==> config.mk <==
export PLATFORM = sky130hd
export DESIGN_NAME = linear_scan_priority_queue
export DESIGN_NICKNAME = d
export VERILOG_FILES = /design/src/rtl/lspq_pkg.sv /design/src/rtl/lspq_ctrl.sv /design/src/rtl/lspq_dpath.sv /design/src/rtl/linear_scan_priority_queue.sv
export SDC_FILE = /design/constraint.sdc
export NUM_CORES = 1
export LEC_CHECK = 0
export ABC_AREA = 1
export BUFFER_PORTS_ARGS = -buffer_cell sky130_fd_sc_hd__buf_2
export CORE_MARGIN = 5
export CORE_UTILIZATION = 25
export DETAILED_ROUTE_END_ITERATION = 6
export PLACE_DENSITY = 0.49
export SYNTH_ARGS = -nofsm -noshare
export SYNTH_HDL_FRONTEND = slang
export SYNTH_SLANG_ARGS = --single-unit
==> constraint.sdc <==
create_clock -name clk_i -period 5.83 [get_ports clk_i]
set_clock_uncertainty 0.15 [all_clocks]
set_input_delay 0.2915 -clock clk_i [delete_from_list [all_inputs] [get_ports clk_i]]
set_output_delay 0.2915 -clock clk_i [all_outputs]
set_load 0.005 [all_outputs]
==> src/rtl/lspq_pkg.sv <==
// Shared types and constants for the linear scan priority queue.
package lspq_pkg;

  localparam int unsigned OpBits     = 3;
  localparam int unsigned StatusBits = 3;
  localparam int unsigned CountBits  = 5;

  typedef enum logic [OpBits-1:0] {
    OP_ENQ  = 3'd0,
    OP_DEQ  = 3'd1,
    OP_PEEK = 3'd2,
    OP_CHG  = 3'd3,
    OP_CLR  = 3'd4
  } op_e;

  typedef enum logic [StatusBits-1:0] {
    ST_OK          = 3'd0,
    ST_EMPTY       = 3'd1,
    ST_FULL        = 3'd2,
    ST_NOT_FOUND   = 3'd3,
    ST_NOT_UPGRADE = 3'd4
  } status_e;

  typedef enum logic [2:0] {
    S_IDLE,
    S_EXEC,
    S_SCAN,
    S_DQ_INIT,
    S_SHIFT,
    S_WALK,
    S_FINISH
  } state_e;

  typedef struct packed {
    logic accept;
    logic exec;
    logic scan;
    logic shift_init;
    logic shift;
    logic dec;
    logic walk;
    logic load_out;
  } cmd_t;

  typedef struct packed {
    op_e  op;
    logic empty;
    logic issue_done;
    logic walk_stop;
    logic out_free;
  } sts_t;

endpackage

==> src/rtl/lspq_ctrl.sv <==
// Sequencing state machine for the linear scan priority queue.
module lspq_ctrl (
  input  logic           clk_i,
  input  logic           rst_ni,
  input  logic           in_valid_i,
  output logic           in_ready_o,
  input  lspq_pkg::sts_t sts_i,
  output lspq_pkg::cmd_t cmd_o
);
  import lspq_pkg::*;

  state_e state_q, state_d;

  always_comb begin
    state_d = state_q;
    unique case (state_q)
      S_IDLE: begin
        if (in_valid_i) state_d = S_EXEC;
      end
      S_EXEC: begin
        unique case (sts_i.op)
          OP_DEQ, OP_PEEK: state_d = sts_i.empty ? S_FINISH : S_SCAN;
          OP_CHG:          state_d = sts_i.empty ? S_FINISH : S_WALK;
          default:         state_d = S_FINISH;
        endcase
      end
      S_SCAN: begin
        if (sts_i.issue_done) state_d = (sts_i.op == OP_DEQ) ? S_DQ_INIT : S_FINISH;
      end
      S_DQ_INIT: state_d = S_SHIFT;
      S_SHIFT: begin
        if (sts_i.issue_done) state_d = S_FINISH;
      end
      S_WALK: begin
        if (sts_i.issue_done || sts_i.walk_stop) state_d = S_FINISH;
      end
      S_FINISH: begin
        if (sts_i.out_free) state_d = S_IDLE;
      end
      default: state_d = S_IDLE;
    endcase
  end

  always_comb begin
    cmd_o      = '0;
    in_ready_o = 1'b0;
    unique case (state_q)
      S_IDLE: begin
        in_ready_o    = 1'b1;
        cmd_o.accept  = in_valid_i;
      end
      S_EXEC:    cmd_o.exec       = 1'b1;
      S_SCAN:    cmd_o.scan       = 1'b1;
      S_DQ_INIT: cmd_o.shift_init = 1'b1;
      S_SHIFT: begin
        cmd_o.shift = 1'b1;
        cmd_o.dec   = sts_i.issue_done;
      end
      S_WALK:    cmd_o.walk       = 1'b1;
      S_FINISH:  cmd_o.load_out   = sts_i.out_free;
      default: ;
    endcase
  end

  always_ff @(posedge clk_i or negedge rst_ni) begin
    if (!rst_ni) begin
      state_q <= S_IDLE;
    end else begin
      state_q <= state_d;
    end
  end

endmodule

==> src/rtl/lspq_dpath.sv <==
// Entry store, scan registers and result register of the priority queue.
module lspq_dpath #(
  parameter int unsigned CAPACITY      = 16,
  parameter int unsigned VALUE_BITS    = 32,
  parameter int unsigned PRIORITY_BITS = 16
) (
  input  logic                                clk_i,
  input  logic                                rst_ni,
  input  lspq_pkg::cmd_t                      cmd_i,
  output lspq_pkg::sts_t                      sts_o,
  input  logic [lspq_pkg::OpBits-1:0]         op_i,
  input  logic [VALUE_BITS-1:0]               item_value_i,
  input  logic signed [PRIORITY_BITS-1:0]     item_priority_i,
  output logic                                out_valid_o,
  input  logic                                out_ready_i,
  output logic [VALUE_BITS-1:0]               out_value_o,
  output logic signed [PRIORITY_BITS-1:0]     out_priority_o,
  output logic [lspq_pkg::CountBits-1:0]      entry_count_o,
  output logic [lspq_pkg::StatusBits-1:0]     status_o
);
  import lspq_pkg::*;

  localparam int unsigned IdxW = $clog2(CAPACITY);
  localparam int unsigned CntW = $clog2(CAPACITY + 1);

  logic [VALUE_BITS-1:0]           mem_val [CAPACITY];
  logic signed [PRIORITY_BITS-1:0] mem_pri [CAPACITY];

  op_e                             op_q;
  logic [VALUE_BITS-1:0]           val_q;
  logic signed [PRIORITY_BITS-1:0] pri_q;

  logic [CntW-1:0]                 cnt_q, cnt_d;
  logic [CntW-1:0]                 iss_q, iss_d;
  logic                            rd_vld_q, rd_vld_d;
  logic [IdxW-1:0]                 rd_idx_q;
  logic [VALUE_BITS-1:0]           rd_val_q;
  logic signed [PRIORITY_BITS-1:0] rd_pri_q;

  logic                            best_vld_q, best_vld_d;
  logic [IdxW-1:0]                 best_idx_q;
  logic [VALUE_BITS-1:0]           best_val_q;
  logic signed [PRIORITY_BITS-1:0] best_pri_q;
  logic                            found_q, found_d;
  status_e                         status_q, status_d;
  logic                            out_valid_q, out_valid_d;

  logic                            full, empty, issue;
  logic                            rd_match, rd_upgrade, rd_better, best_take;
  logic                            we_val, we_pri;
  logic [IdxW-1:0]                 wr_addr;
  logic signed [PRIORITY_BITS-1:0] wr_pri;
  status_e                         fin_status;
  logic                            has_result;

  assign full       = (cnt_q == CntW'(CAPACITY));
  assign empty      = (cnt_q == '0);
  assign issue      = (cmd_i.scan || cmd_i.shift || cmd_i.walk) && (iss_q < cnt_q);
  assign rd_match   = (rd_val_q == val_q);
  assign rd_upgrade = (rd_pri_q > pri_q);
  assign rd_better  = !best_vld_q || (rd_pri_q < best_pri_q) ||
                      ((rd_pri_q == best_pri_q) && (rd_val_q < best_val_q));
  assign best_take  = cmd_i.scan && rd_vld_q && rd_better;

  always_comb begin
    sts_o.op         = op_q;
    sts_o.empty      = empty;
    sts_o.issue_done = (iss_q == cnt_q);
    sts_o.walk_stop  = rd_vld_q && rd_match && !rd_upgrade;
    sts_o.out_free   = !out_valid_q || out_ready_i;
  end

  // single write port shared by enqueue, dequeue compaction and priority change
  always_comb begin
    we_val  = 1'b0;
    we_pri  = 1'b0;
    wr_addr = rd_idx_q;
    wr_pri  = rd_pri_q;
    if (cmd_i.exec && (op_q == OP_ENQ) && !full) begin
      we_val  = 1'b1;
      we_pri  = 1'b1;
      wr_addr = cnt_q[IdxW-1:0];
      wr_pri  = pri_q;
    end else if (cmd_i.shift && rd_vld_q) begin
      we_val  = 1'b1;
      we_pri  = 1'b1;
      wr_addr = rd_idx_q - IdxW'(1);
    end else if (cmd_i.walk && rd_vld_q && rd_match && rd_upgrade) begin
      we_pri  = 1'b1;
      wr_pri  = pri_q;
    end
  end

  always_comb begin
    cnt_d      = cnt_q;
    iss_d      = iss_q;
    rd_vld_d   = issue;
    best_vld_d = best_vld_q;
    found_d    = found_q;
    status_d   = status_q;
    if (cmd_i.accept) begin
      iss_d      = '0;
      best_vld_d = 1'b0;
      found_d    = 1'b0;
      status_d   = ST_OK;
    end
    if (cmd_i.exec) begin
      unique case (op_q)
        OP_ENQ: begin
          if (full) status_d = ST_FULL;
          else      cnt_d    = cnt_q + CntW'(1);
        end
        OP_DEQ, OP_PEEK, OP_CHG: begin
          if (empty) status_d = ST_EMPTY;
        end
        OP_CLR:  cnt_d = '0;
        default: ;
      endcase
    end
    if (cmd_i.shift_init) iss_d = CntW'(best_idx_q) + CntW'(1);
    if (issue)            iss_d = iss_q + CntW'(1);
    if (best_take)        best_vld_d = 1'b1;
    if (cmd_i.dec)        cnt_d = cnt_q - CntW'(1);
    if (cmd_i.walk && rd_vld_q && rd_match) begin
      found_d = 1'b1;
      if (!rd_upgrade) status_d = ST_NOT_UPGRADE;
    end
    out_valid_d = cmd_i.load_out || (out_valid_q && !out_ready_i);
  end

  assign fin_status = ((op_q == OP_CHG) && (status_q == ST_OK) && !found_q) ?
                      ST_NOT_FOUND : status_q;
  assign has_result = ((op_q == OP_DEQ) || (op_q == OP_PEEK)) && (status_q == ST_OK);

  always_ff @(posedge clk_i or negedge rst_ni) begin
    if (!rst_ni) begin
      cnt_q       <= '0;
      iss_q       <= '0;
      rd_vld_q    <= 1'b0;
      best_vld_q  <= 1'b0;
      found_q     <= 1'b0;
      status_q    <= ST_OK;
      out_valid_q <= 1'b0;
    end else begin
      cnt_q       <= cnt_d;
      iss_q       <= iss_d;
      rd_vld_q    <= rd_vld_d;
      best_vld_q  <= best_vld_d;
      found_q     <= found_d;
      status_q    <= status_d;
      out_valid_q <= out_valid_d;
    end
  end

  always_ff @(posedge clk_i) begin
    if (cmd_i.accept) begin
      op_q  <= op_e'(op_i);
      val_q <= item_value_i;
      pri_q <= item_priority_i;
    end
    if (best_take) begin
      best_idx_q <= rd_idx_q;
      best_val_q <= rd_val_q;
      best_pri_q <= rd_pri_q;
    end
    if (cmd_i.load_out) begin
      out_value_o    <= has_result ? best_val_q : '0;
      out_priority_o <= has_result ? best_pri_q : '0;
      entry_count_o  <= CountBits'(cnt_q);
      status_o       <= fin_status;
    end
  end

  always_ff @(posedge clk_i) begin
    if (issue) begin
      rd_idx_q <= iss_q[IdxW-1:0];
      rd_val_q <= mem_val[iss_q[IdxW-1:0]];
      rd_pri_q <= mem_pri[iss_q[IdxW-1:0]];
    end
    if (we_val) mem_val[wr_addr] <= rd_vld_q && cmd_i.shift ? rd_val_q : val_q;
    if (we_pri) mem_pri[wr_addr] <= wr_pri;
  end

  assign out_valid_o = out_valid_q;

endmodule

==> src/rtl/linear_scan_priority_queue.sv <==
// Top level of the linear scan priority queue: controller, datapath and checks.
// Holds up to CAPACITY entries (value tag, signed priority) in insertion order in
// a one-read, one-write memory. One item is worked on at a time. Enqueue, clear,
// unknown ops and any op on an empty store go straight from execution to the result.
// Peek and change priority read the n stored entries one per cycle through the
// memory read port (change stops early at a match that is not an upgrade). Dequeue
// then shifts each entry after the removed one down one place to close the gap. The
// result sits in an output register; the next item is taken while it waits, and its
// own result waits until that register frees.
module linear_scan_priority_queue #(
  parameter int unsigned CAPACITY      = 16,
  parameter int unsigned VALUE_BITS    = 32,
  parameter int unsigned PRIORITY_BITS = 16
) (
  input  logic                               clk_i,
  input  logic                               rst_ni,
  input  logic                               in_valid_i,
  output logic                               in_ready_o,
  input  logic [lspq_pkg::OpBits-1:0]        op_i,
  input  logic [VALUE_BITS-1:0]              item_value_i,
  input  logic signed [PRIORITY_BITS-1:0]    item_priority_i,
  output logic                               out_valid_o,
  input  logic                               out_ready_i,
  output logic [VALUE_BITS-1:0]              out_value_o,
  output logic signed [PRIORITY_BITS-1:0]    out_priority_o,
  output logic [lspq_pkg::CountBits-1:0]     entry_count_o,
  output logic [lspq_pkg::StatusBits-1:0]    status_o
);
  import lspq_pkg::*;

  cmd_t cmd;
  sts_t sts;

  lspq_ctrl u_ctrl (
    .clk_i      (clk_i),
    .rst_ni     (rst_ni),
    .in_valid_i (in_valid_i),
    .in_ready_o (in_ready_o),
    .sts_i      (sts),
    .cmd_o      (cmd)
  );

  lspq_dpath #(
    .CAPACITY      (CAPACITY),
    .VALUE_BITS    (VALUE_BITS),
    .PRIORITY_BITS (PRIORITY_BITS)
  ) u_dpath (
    .clk_i           (clk_i),
    .rst_ni          (rst_ni),
    .cmd_i           (cmd),
    .sts_o           (sts),
    .op_i            (op_i),
    .item_value_i    (item_value_i),
    .item_priority_i (item_priority_i),
    .out_valid_o     (out_valid_o),
    .out_ready_i     (out_ready_i),
    .out_value_o     (out_value_o),
    .out_priority_o  (out_priority_o),
    .entry_count_o   (entry_count_o),
    .status_o        (status_o)
  );

  a_idle_no_scan: assert property (@(posedge clk_i) disable iff (!rst_ni)
    in_ready_o |-> !(cmd.scan || cmd.shift || cmd.walk || cmd.exec))
    else $error("scan command while ready for an item");

  a_load_sets_valid: assert property (@(posedge clk_i) disable iff (!rst_ni)
    cmd.load_out |=> out_valid_o)
    else $error("result load did not raise out_valid");

  a_full_count: assert property (@(posedge clk_i) disable iff (!rst_ni)
    (out_valid_o && (status_o == ST_FULL)) |-> (entry_count_o == CountBits'(CAPACITY)))
    else $error("full status with count below capacity");

  a_empty_zero: assert property (@(posedge clk_i) disable iff (!rst_ni)
    (out_valid_o && (status_o == ST_EMPTY)) |->
      ((entry_count_o == '0) && (out_value_o == '0) && (out_priority_o == '0)))
    else $error("empty status with nonzero result fields");

endmodule
==> impl_metrics.py <==
metrics = {
    "status": {
        "status": "completed",
    },
    "worst_setup_path": {
        "required_ns": 6.09,
        "max_stage_delay_ns": 0.90,
        "cp_top_family": "simple AND/OR/NAND/NOR gates",
        "crit_top_cell": "nand2_2",
        "r2r-start": "u_dpath.cnt_q[0]",
        "worstPathMaxFanout": 30,
        "cp-end-kind": "flip-flop",
        "crit_buf_inv": 4,
        "cp.arrival_ns": 4.18,
        "critPathSlowestCell": "nor2_4",
        "path_class": "reg -> reg",
        "cp-startpoint": "u_dpath.cnt_q[0]",
        "critical_path.cell_chain": "inv_1 > ha_1 > nand2_2 > nor2_2 > nand2_2 > nand2_2 > inv_2 > nand2_4 > o21ai_2 > inv_1 > nor2_2 > nand2_1 > nor2_4 > buf_4",
        "start_kind": "flip-flop",
    },
    "logic_synthesis": {
        "avgSynthCellArea_um2": 12.87,
        "synthFlopType": "edfxtp_1",
        "netlist_instances": 3156,
        "synth_edf_count": 979,
        "syn_nets": 3284,
        "ys_seq_area_share_pct": 73.59,
        "netlist_area_um2": 40630,
        "ys_types": 50,
        "async_reset_ff_share_pct": 2.002,
        "ys_seq_elements": 999,
        "synth_warnings": 0,
    },
    "power": {
        "power_mw": 22.43,
        "power_frac_comb_pct": 28.2,
        "switching_power_mw": 8.060,
        "vdd_drop_max_uv": 337.1,
        "p_int_mw": 14.37,
        "leakage_nw": 15.90,
        "power_density_nw_per_um2": 473.0,
        "switching_share_pct": 35.93,
        "p_seq_share_pct": 44.5,
        "clkPwrFrac_pct": 27.3,
    },
    "final_layout": {
        "fill_cells": 16480,
        "areaGrowthSynthToFinish_pct": 16.74,
        "drive_gt1_share_pct": 11.40,
        "fin_nets": 3430,
    },
    "sta": {
        "finalSetupTns_ns": 0,
        "final_max_slew_viol_count": 0,
        "timing.hold.ws_ns": 0.1498,
        "worstMarginPinSlew_ns": 1.231,
        "setup_slack_ns": 1.910,
        "max_freq_ghz": 0.2551,
        "fin_crit_ns": 3.920,
        "relSlewSlack_pct": 17.81,
        "finalCritPeriodShare_pct": 67.24,
        "rsz0062_at_grt": "false",
        "hold_viol": 0,
        "setup_violations": 0,
    },
    "clock_tree": {
        "htreeDepth": 3,
        "cts_made_buffers": 99,
        "clkSinkCount": 999,
        "root_buffer": "clkbuf_16",
        "cts.path.max_buffers": 3,
        "clk_latency_ns": 0.70,
        "cts_resized": 0,
        "cts_tree": "done",
        "clkTransAtPathRegs_ns": 0.06,
    },
    "min_path": {
        "min_from": "item_value_i[4]",
        "hold_class": "in -> reg",
    },
    "run": {
        "drv_cap": 0,
    },
    "die": {
        "die_y_um": 413.1,
        "dieArea_um2": 170700,
        "fp.dieW_um": 413.1,
        "pin_count": 113,
        "core_area_um2": 162200,
        "start_util_pct": 25.05,
        "rows": 148,
    },
    "global_route": {
        "grt-ovfl-total": 0,
        "grt_max_degree": 194,
        "gr-usage-all-layers_pct": 12.97,
        "grt_pass1_wl_um": 167000,
        "grt_pass1_vias": 24760,
        "antenna_found_initial": 4,
    },
    "detailed_routing": {
        "ant_nets": 0,
        "wl_um": 113400,
        "drt_iter0_markers": 2318,
        "vias_per_cell": 4.564,
        "dr_total_vias": 25350,
        "drt_pass1_iterations": 5,
        "routedWlPerCell_um": 20.42,
        "route.detailed.drc": 0,
    },
    "place": {
        "place.gp.congestion": 0.7952,
        "dp_hpwl_um": 67930,
        "pre_cts_ws_ns": 1.933,
        "io_buffers": 112,
    },
}
## cells in the final DEF (no fill, tap or decap), types with 19 or more instances in the layout
cell type and n:
edfxtp_1 979, nor2_1 473, o21ai_0 426, nand2_1 337, inv_1 146, o22ai_1 125
nand3_1 120, buf_2 112, clkbuf_16 100, o221ai_1 73, ha_1 73, dlygate4sd3_1 55
buf_4 48, a21oi_1 31, o211ai_1 27, nor2_2 22, clkinv_1 21, clkbuf_1 21
clkinv_2 20, nor2_4 19
## through the flow
stage / utilization [%] / std cells / cell area, um2
3_3_place_gp: 27.01 / 5320 / 43810
5_1_grt: 29.24 / 5553 / 47430
4_1_cts: 29.24 / 5552 / 47430
3_5_place_dp: 27.01 / 5320 / 43810
6_report: 29.24 / 5554 / 47430
2_1_floorplan: - / 3156 / 40630
## metal layers
metal | share of wire [%] | track usage, % | up-vias
li1 | - | - | 11800
met1 | 47 | 18.55 | 12730
met2 | 46 | 20.52 | 701
met3 | 5.3 | 1.898 | 124
met4 | 2.2 | 3.642 | 0
met5 | 0 | 0 | -
## final cells by class
| cell class | count | area, um2 | share of cell area [%] |
|---|---|---|---|
| Timing Repair Buffer | 219 | 1551 | 3.271 |
| Sequential cell | 999 | 29910 | 63.06 |
| Inverter | 162 | 623.1 | 1.314 |
| Clock buffer | 121 | 2581 | 5.442 |
| Antenna cell | 2 | 5.005 | 0.01055 |
| Tap cell | 2175 | 2721 | 5.737 |
| Multi-Input combinational cell | 1821 | 9577 | 20.19 |
| Clock inverter | 55 | 462.9 | 0.9760 |
## synthesized netlist by cell type, drive strengths merged, types with 2 or more instances
cell / instances / area (um2)
o211ai: 28 / 215.2
ha: 73 / 913.4
dfrtp: 20 / 500.5
nand4: 11 / 68.82
nor3: 14 / 81.33
edfxtp: 979 / 29400
nor2: 516 / 1999
nand3b: 3 / 22.52
a21oi: 32 / 160.2
a31oi: 2 / 12.51
o22ai: 125 / 782.0
or2: 3 / 18.77
inv: 162 / 613.1
o21ai: 437 / 2217
o221ai: 73 / 639.4
clkbuf: 140 / 525.5
xor2: 11 / 96.34
nand3: 122 / 620.6
nand2: 347 / 1335
xnor2: 12 / 105.1
buf: 34 / 197.7
## flip-flops by register name, indices dropped and copies added, names as in the netlist, 4 cells and up
name and cells:
u_dpath.best_idx_q 4, u_dpath.best_pri_q 16, u_dpath.best_val_q 32, u_dpath.cnt_q 5, u_dpath.entry_count_o 5, u_dpath.iss_q 5, u_dpath.mem_pri 256, u_dpath.mem_val 512
u_dpath.out_priority_o 16, u_dpath.out_value_o 32, u_dpath.pri_q 16, u_dpath.rd_idx_q 4, u_dpath.rd_pri_q 16, u_dpath.rd_val_q 32, u_dpath.val_q 32
## worst paths after layout
path	end	slack (ns)	depth (start not counted)
min reg2reg	u_dpath.status_o[2]	0.33	0
max in group asynchronous	u_dpath.iss_q[1]	4.87	4
max reg2reg	u_dpath.mem_val[2][16]	1.91	14
max	u_dpath.mem_val[2][16]	1.91	14
min	u_dpath.val_q[4]	0.15	2
min in group asynchronous	u_dpath.out_valid_o	0.49	4
## cell families (layout without fill, tap and decap cells)
logic type | after synthesis | count (layout) | synth area share (%)
xor+xnor | 23 | 23 | 0.4958
flops | 999 | 999 | 73.59
simple gates | 1019 | 1019 | 10.26
fa+ha+maj | 73 | 73 | 2.248
buf+inv | 336 | 557 | 3.289
compound gates | 706 | 706 | 10.12
other cells | 0 | 2 | 0
## power groups by stage
stage                     clock, mW  sequential, mW  combinational (mW)
after floorplan                   0            9.79                3.99
after global placement            0            10.1                6.32
after detailed placement          0            10.1                6.33
after CTS                      6.28            9.99                6.37
after global routing           6.57            10.1                7.01
final                          6.13            9.99                6.32
## repair_timing
action | in CTS | in global routing
setup buffers | 0 | 0
hold buffers | 56 | 0
endpoints found under the hold margin | 75 | 0
No activity file was read; power rests on OpenSTA's default activity.
